**config.mk**
```make
export PLATFORM = sky130hd
export DESIGN_NAME = ietl_ctrl
export DESIGN_NICKNAME = d
export VERILOG_FILES = /design/src/hdl/ietl_pkg.sv /design/src/hdl/ietl_ctrl.sv
export SDC_FILE = /design/constraint.sdc
export NUM_CORES = 1
export LEC_CHECK = 0
export BUFFER_PORTS_ARGS = -buffer_cell sky130_fd_sc_hd__buf_2
export CORE_AREA = 2 2 39 41
export CTS_BUF_LIST = sky130_fd_sc_hd__clkbuf_8
export CTS_CLUSTER_SIZE = 20
export DETAILED_ROUTE_END_ITERATION = 10
export DIE_AREA = 0 0 41 43
export GPL_TIMING_DRIVEN = 1
export PLACE_DENSITY = 0.74
export SETUP_SLACK_MARGIN = 0.1
export SYNTH_ARGS = -nofsm -noshare
export SYNTH_HDL_FRONTEND = slang
export SYNTH_SLANG_ARGS = --single-unit
```
**constraint.sdc**
```tcl
create_clock -name i_clk -period 1.6 [get_ports i_clk]
set_input_delay 0.24 -clock i_clk [delete_from_list [all_inputs] [get_ports i_clk]]
set_output_delay 0.24 -clock i_clk [all_outputs]
set_load 0.05 [all_outputs]
```
**src/hdl/ietl_pkg.sv**
```systemverilog
// package: shared types, codes and constants of the interval exception table
package ietl_pkg;

    localparam int unsigned TableDepthDefault = 256;

    // command codes
    localparam logic [1:0] CMD_CLEAR  = 2'd0;
    localparam logic [1:0] CMD_APPEND = 2'd1;
    localparam logic [1:0] CMD_LOOKUP = 2'd2;

    // action kinds
    localparam logic [1:0] KIND_NONE  = 2'd0;
    localparam logic [1:0] KIND_RETRY = 2'd1;
    localparam logic [1:0] KIND_JUMP  = 2'd2;
    localparam logic [1:0] KIND_BAD   = 2'd3;

    // status codes
    localparam logic [3:0] ST_OK             = 4'd0;
    localparam logic [3:0] ST_HIT            = 4'd1;
    localparam logic [3:0] ST_MISS           = 4'd2;
    localparam logic [3:0] ST_BOUNDARY       = 4'd3;
    localparam logic [3:0] ST_PREDICATE      = 4'd4;
    localparam logic [3:0] ST_ACTION         = 4'd5;
    localparam logic [3:0] ST_UNSORTED       = 4'd6;
    localparam logic [3:0] ST_OVERLAP        = 4'd7;
    localparam logic [3:0] ST_GROUP_MISMATCH = 4'd8;
    localparam logic [3:0] ST_GROUP_FULL     = 4'd9;
    localparam logic [3:0] ST_TABLE_FULL     = 4'd10;

    // configuration register indexes
    localparam logic [2:0] REG_SUP_VEC  = 3'd0;
    localparam logic [2:0] REG_FAULT_EM = 3'd1;
    localparam logic [2:0] REG_PF_VEC   = 3'd2;
    localparam logic [2:0] REG_USER_LIM = 3'd3;
    localparam logic [2:0] REG_GRP_LIM  = 3'd4;

    typedef enum logic [3:0] {
        S_IDLE,
        S_APPEND,
        S_SEARCH_RD,
        S_SEARCH_CMP,
        S_RANGE_RD,
        S_RANGE_CMP,
        S_SCAN_RD,
        S_SCAN_CMP,
        S_DONE
    } t_state;

    // controller to datapath
    typedef struct packed {
        logic clear;        // reset table bookkeeping
        logic app_check;    // evaluate append checks and commit when clean
        logic srch_init;    // lo = 0, hi = count
        logic srch_rd;      // read entry at mid
        logic srch_step;    // narrow interval from read data
        logic top_rd;       // read entry at lo-1
        logic top_cap;      // capture top record, set scan index
        logic scan_rd;      // read entry at scan index
        logic scan_step;    // evaluate scanned entry
        logic miss;         // finish with miss
        logic ok;           // finish with ok
    } t_ctrl;

    // datapath to controller
    typedef struct packed {
        logic srch_done;    // lo == hi
        logic lo_zero;      // lo == 0
        logic top_out;      // address outside top interval
        logic scan_hit;     // scanned entry matched
        logic scan_end;     // group exhausted
    } t_stat;

    // predicate validity against current registers
    function automatic logic pred_ok(input logic [31:0] vm, input logic [31:0] em,
                                     input logic [31:0] ev, input logic [31:0] sup,
                                     input logic [31:0] fem, input logic [4:0] pfv);
        logic [31:0] pf_bit;
        pf_bit = 32'd1 << pfv;
        pred_ok = (vm != 32'd0) && ((vm & ~sup) == 32'd0) && ((ev & ~em) == 32'd0)
                  && ((em & ~fem) == 32'd0) && !((em != 32'd0) && (vm != pf_bit));
    endfunction

endpackage

```
**src/hdl/ietl_ctrl.sv**
```systemverilog
// controller: sequences clear, append and lookup over the datapath
module ietl_ctrl (
    input  logic              i_clk,
    input  logic              i_rst_n,
    input  logic              i_in_valid,
    output logic              o_in_stall,
    input  logic [1:0]        i_command,
    output logic              o_out_valid,
    input  logic              i_out_stall,
    output logic              o_load,
    output ietl_pkg::t_ctrl   o_ctrl,
    input  ietl_pkg::t_stat   i_stat
);
    ietl_pkg::t_state r_state, n_state;
    logic r_out_valid, n_out_valid;
    logic accept;

    assign o_in_stall  = (r_state != ietl_pkg::S_IDLE) || (r_out_valid && i_out_stall);
    assign accept      = i_in_valid && !o_in_stall;
    assign o_out_valid = r_out_valid;
    assign o_load      = accept;

    // state register
    always_ff @(posedge i_clk) begin
        if (!i_rst_n) begin
            r_state     <= ietl_pkg::S_IDLE;
            r_out_valid <= 1'b0;
        end else begin
            r_state     <= n_state;
            r_out_valid <= n_out_valid;
        end
    end

    // next state and commands
    always_comb begin
        n_state = r_state;
        o_ctrl  = '0;
        n_out_valid = r_out_valid && i_out_stall;
        unique case (r_state)
            ietl_pkg::S_IDLE: begin
                if (accept) begin
                    unique case (i_command)
                        ietl_pkg::CMD_CLEAR: begin
                            o_ctrl.clear = 1'b1;
                            n_state = ietl_pkg::S_DONE;
                        end
                        ietl_pkg::CMD_APPEND: n_state = ietl_pkg::S_APPEND;
                        ietl_pkg::CMD_LOOKUP: begin
                            o_ctrl.srch_init = 1'b1;
                            n_state = ietl_pkg::S_SEARCH_RD;
                        end
                        default: begin
                            o_ctrl.ok = 1'b1;
                            n_state = ietl_pkg::S_DONE;
                        end
                    endcase
                end
            end
            ietl_pkg::S_APPEND: begin
                o_ctrl.app_check = 1'b1;
                n_state = ietl_pkg::S_DONE;
            end
            ietl_pkg::S_SEARCH_RD: begin
                if (i_stat.srch_done) begin
                    if (i_stat.lo_zero) begin
                        o_ctrl.miss = 1'b1;
                        n_state = ietl_pkg::S_DONE;
                    end else begin
                        o_ctrl.top_rd = 1'b1;
                        n_state = ietl_pkg::S_RANGE_RD;
                    end
                end else begin
                    o_ctrl.srch_rd = 1'b1;
                    n_state = ietl_pkg::S_SEARCH_CMP;
                end
            end
            ietl_pkg::S_SEARCH_CMP: begin
                o_ctrl.srch_step = 1'b1;
                n_state = ietl_pkg::S_SEARCH_RD;
            end
            ietl_pkg::S_RANGE_RD: begin
                o_ctrl.top_cap = 1'b1;
                n_state = ietl_pkg::S_RANGE_CMP;
            end
            ietl_pkg::S_RANGE_CMP: begin
                if (i_stat.top_out) begin
                    o_ctrl.miss = 1'b1;
                    n_state = ietl_pkg::S_DONE;
                end else begin
                    o_ctrl.scan_rd = 1'b1;
                    n_state = ietl_pkg::S_SCAN_CMP;
                end
            end
            ietl_pkg::S_SCAN_RD: begin
                o_ctrl.scan_rd = 1'b1;
                n_state = ietl_pkg::S_SCAN_CMP;
            end
            ietl_pkg::S_SCAN_CMP: begin
                o_ctrl.scan_step = 1'b1;
                if (i_stat.scan_hit || i_stat.scan_end) begin
                    n_state = ietl_pkg::S_DONE;
                end else begin
                    n_state = ietl_pkg::S_SCAN_RD;
                end
            end
            ietl_pkg::S_DONE: begin
                n_out_valid = 1'b1;
                n_state = ietl_pkg::S_IDLE;
            end
            default: n_state = ietl_pkg::S_IDLE;
        endcase
    end
endmodule

```
; ---- After elaboration in Yosys (flattened, before gate mapping)
; Index checks and enable logic that the tools add are counted.
[word_totals]
reg_bits = 5
latch_bits = 0
ram_bits = 0
romBits = 0
inputBits = 11
output_inout_bits = 14
elab_cells = 54
n_memories = 0
[classes]
add_sub_neg = 0
multipliers = 0
div = 0
n_lt_le_gt_ge = 0
n_eq_ne = 11
n_shift = 0
n_mux = 32
bitwise = 0
reduce_logical = 9
[ops]
columns = cell, n
row1 = one-hot mux 4 bit (8 select lines), 1
row2 = two-way mux 1 bit, 23
row3 = two-way mux 4 bit, 5
row4 = "equality test 4 x 3 -> 1 bit, second input constant", 4
row5 = "equality test 4 x 2 -> 1 bit, second input constant", 2
row6 = one-hot mux 4 bit (2 select lines), 1
row7 = "equality test 4 x 1 -> 1 bit, second input constant", 1
row8 = "equality test 4 bit, second input constant", 1
row9 = zero test 4 bit, 1
row10 = one-hot mux 1 bit (2 select lines), 2
row11 = nonzero test 4 bit, 1
row12 = OR reduction 3 bit, 1
row13 = "equality test 2 x 1 -> 1 bit, second input constant", 1
row14 = "equality test 2 bit, second input constant", 1
row15 = logical AND 1 bit, 2
row16 = zero test 2 bit, 1
row17 = logical OR 1 bit, 2
row18 = "inequality test 2 bit, second input constant", 1
row19 = zero test 1 bit, 1

; ---- Depth between registers and ports, before layout
; Gate-level depths: netlist of run 1.
[depth]
ltp_word = 6
mapped_depth = 5
ltp_nobuf = 5

; ---- Worst setup path after synthesis of run 1
; Ideal clock, no wire load.
[synth_timing]
kind = register -> output
from = register r_state[1]
to = output port o_ctrl[9] (netlist name)
arrival_ns = 2.052
required_time_ns = 1.360
setup_slack_ns = -0.692
path_stages_with_launch = 3
n_path_buf = 1
path_cell_list = dfxtp_1 > buf_2 > nor4_1
[synth_lines]
columns = element, line_no
row1 = "start, declared", ietl_ctrl.sv:14  ; ietl_pkg::t_state r_state, n_state;
row2 = "start signal, assigned", ietl_ctrl.sv:26  ; r_state <= ietl_pkg::S_IDLE;
row3 = "start signal, assigned", ietl_ctrl.sv:29  ; r_state <= n_state;
row4 = "end, declared", ietl_ctrl.sv:11  ; output ietl_pkg::t_ctrl o_ctrl,

==> results.txt, run 1 <==
----------------------------------------------------
[Yosys]
  Most area-consuming cells after synthesis ... dfxtp_1, ha_1, nor4b_2
  Fraction of registers with async set/reset ... 0%
  Gate count after technology mapping ... between 60 and 70
  Flip-flop and latch count after synthesis ... 5
  Leading cell types by count after synthesis ... inv_1, dfxtp_1, nand2_1
  Mapped cell area ... 500 µm²
  Dominant synthesized flop cell ... dfxtp_1
  Yosys top cell area share ... about 20%
  Cell taking the most area after synthesis ... dfxtp_1
  Number of warning messages in the yosys log ... 0
  Syn Nets ... a little under 80
  Number of synthesized flops with an enable pin ... 0
  Most common cell in the netlist ... inv_1
  Average size of a mapped cell ... around 8 µm²
  Count of different cell masters after synthesis ... 29
  Register area share after synthesis ... approximately a fifth

[Global routing]
  Wire length of the first global-routing pass ... approximately 2500 µm
  Total Routing Usage GR ... between 20% and 30%
  Total overflow reported by the global router ... 0
  Number of global-route vias before repair ... 578
  Largest net degree at the start of global routing ... 10
  Number of antenna violations at the first check in global routing ... 0

[Status]
  Violated checks ... setup timing
  Run status ... finished with violations

[Setup path]
  Kind of cell adding the most delay to the critical path ... simple AND/OR/NAND/NOR gates
  Max Fanout on Critical Path ... 4
  Req. time, crit path ... 1360 ps
  Slowest stage delay, CP ... ~360 ps
  Critical R2R Launch ... r_state[1]$_SDFFE_PN0P_
  Critical path data arrival time ... between 1000 and 1500 ps
  Highest-delay cell along the critical path ... dfxtp_4
  Kind of capture point of the worst setup path ... primary output
  Number of buffers and inverters on the critical path ... 1
  Path depth of the worst reg2reg path ... 4
  Start-to-end type of the worst setup path ... register to primary output
  Reg2Reg Capture Point ... r_state[0]$_SDFFE_PN0P_
  Sort of element at the start of the critical path ... register
  Setup slack of the worst register-to-register path ... about 360 ps
  Ordered cell list for the critical path ... nor4_4, and3_4, and2_4, buf_8
  Launch point of the critical path ... r_state[0]$_SDFFE_PN0P_

[STA]
  Fraction of the cycle the final worst path needs ... 103%
  Max-slew violation count ... 0
  Least-Margin Pin Slew ... 294 ps
  Worst-case headroom to the max-slew limit ... between 80% and 90%
  Fin. Hold Viols ... 0
  Sum of negative setup slack ... -194 ps
  WHS ... between 200 and 300 ps
  Shortest clock period the worst path allows after layout ... between 1500 and 2000 ps
  Final Worst Setup Slack ... -46.9 ps
  Unrepaired setup endpoints after global routing ... true
  Final setup viols ... 6
  Achievable clock frequency ... between 600 and 700 MHz
  Setup skew after layout ... approximately 3.4 ps

[Route]
  DR pass1 iterations ... 4
  Total number of vias ... 605
  Violation count after the first detailed-route iteration ... 6
  Post-detailed-route DRC marker count ... 0
  Overall routed net length ... roughly 1700 µm
  Wire length per cell after detailed routing ... roughly 16 µm
  Antenna-violating nets left ... 0
  Ratio of routed vias to standard cells ... between 5 and 6

[Place]
  GPL Wtd Cong ... 0.818
  Detailed Place HPWL ... roughly 1100 µm
  Placed cell areas ... a little over 700 µm²
  Number of placed cells counting well taps ... approximately 110
  Number of buffer cells added on primary ports ... 24

[Clocking]
  Longest Clk Path Bufs ... 2
  Clock root cell ... clkbuf_8
  H-tree depth reported by CTS ... 1
  Clock network latency to the later pin of the worst-skew pair ... 230 ps
  Sinks on Clock Net ... 5
  Number of buffers created by CTS ... 3
  CTS tree ... built
  Clock slew at the register clock pins of the worst setup and hold paths ... around 40 ps

[Finish]
  Fraction of layout cells with a size suffix above 1 ... 63.5%
  Diodes inserted ... 0
  Total Nets Final ... about 110
  Post-route cell area ... 940 µm²
  Layout-stage area growth over the synthesis result ... 87.7%
  Non-Filler Instances ... roughly 110

[Die]
  Height of the die ... ~43 µm
  Core area ... 0.00138 mm²
  I/O pin count ... 25
  Die Area ... 0.00176 mm²
  Die span in x ... 41 µm
  Standard-cell rows ... 14
  Initial Util ... 36.2%

[Worst hold path]
  Class of the worst hold path ... primary input to register
  Worst Min Path Start ... i_rst_n
  Cells on Worst Hold Path ... 3
  Terminating pin of the worst hold path ... o_out_valid$_SDFF_PN0_

[Pwr]
  Maximum vdd ir drop ... just over 0.4 mV
  Static Leakage ... approximately 0.43 nW
  Pwr/cell area ... 693 mW/mm²

[Flow run]
  Count of max-cap constraint violations ... 0

----------------------------------------------------
worst max path at each step:
stage / to / slack [ps] / cells after the start
2_1_floorplan: o_ctrl[9] / -120 / 2
3_3_place_gp: o_ctrl[10] / 70 / 4
3_5_place_dp: o_ctrl[0] / 40 / 4
4_1_cts: o_ctrl[0] / -50 / 4
5_1_grt: o_ctrl[8] / -120 / 4
6_report: o_ctrl[0] / -50 / 4
cells by family after synthesis:
group / synth area share, %
AO/OA/AOI/OAI: 23.5
adder cells (fa/ha/maj): 10.0
AND/OR/NAND/NOR: 36.8
flip-flops: 20.0
buffers and inverters: 9.75
state kept, by name, summed over array words and instances, names as in the netlist:
| signal | flops |
|---|---|
| r_state | 4 |
| o_out_valid | 1 |
worst register-to-register path, delay by kind of cell (launching register included):
family                 cells  cell delay, ps
and+or+nand+nor            1             200
AOI/OAI and AO/OA          2             350
DFF                        1             370
buffers and inverters      1             180
where the power goes:
part	internal (mW)	switching (mW)
clock	0.165	0.0701
combinational	0.118	0.152
sequential	0.132	0.0147
total	0.415	0.236
cells in the final DEF, fill, tap and decap left out, types with 3 or more instances in the layout:
cell type  instances
and2_4             3
a21oi_1            3
inv_1              6
dfxtp_4            3
buf_2             12
buf_4              8
buf_6              9
buf_8              4
nand2_1            4
ha_1               4
clkbuf_8           3
per-layer routing:
layer | wire length [µm] | up-vias | track usage [%]
li1 | - | 297 | -
met1 | 701 | 281 | 23.6
met2 | 931 | 21 | 33.1
met3 | 64 | 6 | 7.33
met4 | 40 | 0 | 11.3
met5 | 0 | - | 0
cell type report:
class	instances	area [µm²]
Multi-Input combinational cell	48	453
Clock inverter	1	3.75
Inverter	6	26.3
Fill cell	118	444
Timing Repair Buffer	33	282
Tap cell	16	20.0
Clock buffer	3	41.3
Sequential cell	5	114
metrics by stage:
step / total power [mW] / setup WS, ps / util (%)
detailed placement: 0.353 / 39.9 / 51.5
global placement: 0.347 / 71.9 / 51.5
global route: 0.686 / -115 / 67.9
floorplan: 0.292 / -124 / -
finish: 0.652 / -46.9 / 67.9
CTS: 0.629 / -47.2 / 64.4
what timing repair did:
| item | 4_1_cts | 5_1_grt |
|---|---|---|
| setup buffers | 2 | 0 |
| resized for setup | 41 | 9 |
| pin swaps | 7 | 3 |
| endpoints found under the setup margin | 13 | 11 |
| hold buffers | 0 | 0 |
| cloned | 0 | 0 |
(Power assumes the default switching activity.)
==> inputs of run 2 (changes only) <==
--- a/config.mk
+++ b/config.mk
@@ -17,3 +17,4 @@
 export SYNTH_ARGS = -nofsm -noshare
 export SYNTH_HDL_FRONTEND = slang
 export SYNTH_SLANG_ARGS = --single-unit
+export TNS_END_PERCENT = 30
==> run 2 against run 1 <==
Net effect: the run still ends with setup timing left; sequential cell count unchanged; die area unchanged; via count rose by 1.7%; worst hold slack gained 38 ps; critical endpoint is now o_ctrl[10]; largest power group unchanged.
==> results.txt, run 2 (synthesized netlist as in run 1, its figures left out) <==
----------------------------------------------------
[Status]
  Run status ... finished with violations
  Violated checks ... setup timing

[STA]
  Setup skew after layout ... 2.04 ps (-1.37 ps)
  Fin. Hold Viols ... 0 (unchanged)
  WHS ... 302 ps (+37.9 ps)
  Fraction of the cycle the final worst path needs ... 101% (-1.5 points)
  Final Worst Setup Slack ... -23.5 ps (+23.4 ps)
  Max-slew violation count ... 0 (unchanged)
  Unrepaired setup endpoints after global routing ... true
  Shortest clock period the worst path allows after layout ... 1620 ps (-23.4 ps)
  Least-Margin Pin Slew ... 290 ps (-4.18 ps)
  Final setup viols ... 5 (-1)
  Achievable clock frequency ... 616 MHz (+1.4%)
  Worst-case headroom to the max-slew limit ... 80.6% (+0.25 points)

[Setup path]
  Launch point of the critical path ... r_state[0]$_SDFFE_PN0P_
  Start-to-end type of the worst setup path ... register to primary output
  Kind of cell adding the most delay to the critical path ... simple AND/OR/NAND/NOR gates
  Ordered cell list for the critical path ... nor4_4, and3_4, and2_4, buf_8
  Sort of element at the start of the critical path ... register
  Max Fanout on Critical Path ... 4 (unchanged)
  Req. time, crit path ... 1360 ps (about the same)
  Critical R2R Launch ... r_state[0]$_SDFFE_PN0P_
  Slowest stage delay, CP ... 360 ps (about the same)
  Kind of capture point of the worst setup path ... primary output
  Highest-delay cell along the critical path ... dfxtp_4
  Critical path data arrival time ... 1380 ps (-30 ps)
  Number of buffers and inverters on the critical path ... 1 (unchanged)

[Finish]
  Commonest cells after routing, fill and taps aside ... buf_2, buf_4, inv_1, buf_6, buf_8
  Total Nets Final ... 114 (+1.8%)
  Layout-stage area growth over the synthesis result ... 87.5%
  Most common cell after layout, fill and taps aside ... buf_2
  Non-Filler Instances ... 114 (+1.8%)
  Number of flip-flops in the largest register ... 4 (unchanged)
  Post-route cell area ... 938 µm² (-0.13%)
  Most flops, register ... r_state
  Diodes inserted ... 0 (unchanged)
  Fill cells ... 104 (-12%)
  Fraction of layout cells with a size suffix above 1 ... 60.2% (-3.3 points)

[Clocking]
  H-tree depth reported by CTS ... 1 (unchanged)
  Clock network latency to the later pin of the worst-skew pair ... 220 ps (about the same)
  Clock slew at the register clock pins of the worst setup and hold paths ... 40 ps (about the same)
  CTS tree ... built
  Hold buffer count at cts ... 0 (unchanged)
  Number of buffers created by CTS ... 3 (unchanged)
  Sinks on Clock Net ... 5 (unchanged)
  Longest Clk Path Bufs ... 2 (unchanged)
  Clock root cell ... clkbuf_8

[Worst hold path]
  Class of the worst hold path ... primary input to register
  Worst Min Path Start ... i_rst_n

[Route]
  Wire length per cell after detailed routing ... 14.0 µm (-10%)
  Post-detailed-route DRC marker count ... 0 (unchanged)
  Violation count after the first detailed-route iteration ... 12 (+6)
  Antenna-violating nets left ... 0 (unchanged)
  Total number of vias ... 615 (+1.7%)
  Ratio of routed vias to standard cells ... 5.39 (-0.13%)
  DR pass1 iterations ... 4 (unchanged)
  Overall routed net length ... 1590 µm (-8.3%)

[Pwr]
  PnR Total Power ... 0.644 mW (-1.1%)
  Maximum vdd ir drop ... 0.372 mV (-8.8%)
  Pwr/cell area ... 686 mW/mm² (-1.0%)
  Static Leakage ... 0.435 nW (+1.7%)

[Global routing]
  Number of global-route vias before repair ... 583 (+0.87%)
  Wire length of the first global-routing pass ... 2430 µm (-2.8%)
  Total overflow reported by the global router ... 0 (unchanged)
  Largest net degree at the start of global routing ... 13 (+3)
  Total Routing Usage GR ... 19.9% (-1.2 points)
  Number of antenna violations at the first check in global routing ... 0 (unchanged)

[Flow run]
  Count of max-cap constraint violations ... 0 (unchanged)

[Place]
  Pre-CTS setup slack ... 68.2 ps (+28.3 ps)
  GPL Wtd Cong ... 0.807 (-1.3%)
  Placed cell areas ... 683 µm² (-4.2%)
  Number of placed cells counting well taps ... 106 (-0.93%)
  Number of buffer cells added on primary ports ... 24 (unchanged)
  Detailed Place HPWL ... 1050 µm (-3.7%)

[Die]
  I/O pin count ... 25 (unchanged)
  Standard-cell rows ... 14 (unchanged)
  Core area ... 0.00138 mm² (unchanged)
  Height of the die ... 43 µm (unchanged)
  Die Area ... 0.00176 mm² (unchanged)
  Die span in x ... 41 µm (unchanged)
  Initial Util ... 36.2% (unchanged)

----------------------------------------------------
-- run 2: worst paths after layout --
path	depth (start not counted)	slack [ps]	endpoint
max	4	-20	o_ctrl[10]
max reg2reg	5	250	r_state[3]$_SDFFE_PN0P_
min	3	300	o_out_valid$_SDFF_PN0_
min reg2reg	2	630	o_out_valid$_SDFF_PN0_
-- run 2: where the power goes --
part           internal [mW]  switching (mW)
Clock                  0.164          0.0587
Sequential             0.131          0.0158
Combinational          0.127           0.148
-- run 2: area by class of cell --
| type | count | area, µm² | area share, % |
|---|---|---|---|
| multi-input cells | 48 | 439 | 46.8 |
| repair buffers | 35 | 297 | 31.6 |
| flip-flops and latches | 5 | 115 | 12.3 |
| clock buffers | 3 | 41.3 | 4.40 |
| inverters | 6 | 22.5 | 2.40 |
| well taps | 16 | 20.0 | 2.13 |
| clock inverters | 1 | 3.75 | 0.400 |
-- run 2: per-stage QoR --
step	utilization (%)	setup TNS [ps]
detailed placement	49.4	0
finish	67.8	-82.1
floorplan	-	-971
global route	67.8	-456
CTS	65.6	-73.5
global placement	49.4	0
-- run 2: what timing repair did --
| item | CTS | global route |
|---|---|---|
| gates resized for setup | 42 | 9 |
| pin swaps | 7 | 4 |
| setup buffers | 4 | 0 |
| setup endpoints to repair | 12 | 13 |
-- run 2: routing by layer --
layer  track usage [%]  vias to the layer above  wire [µm]  share of wire, %
met5                 0                        -          0                 0
met1              22.4                      290        625                39
met2              34.7                       21        880                55
met4              7.33                        0         26               1.6
li1                  -                      300          -                 -
met3              3.66                        4         60               3.8
-- run 2: worst reg2reg max path: stages, from the launching register on --
cell	delay [ps]
dfxtp_4	360
nor4b_4	350
a32oi_2	180
buf_4	160
buf_4	120
a31oi_1	110
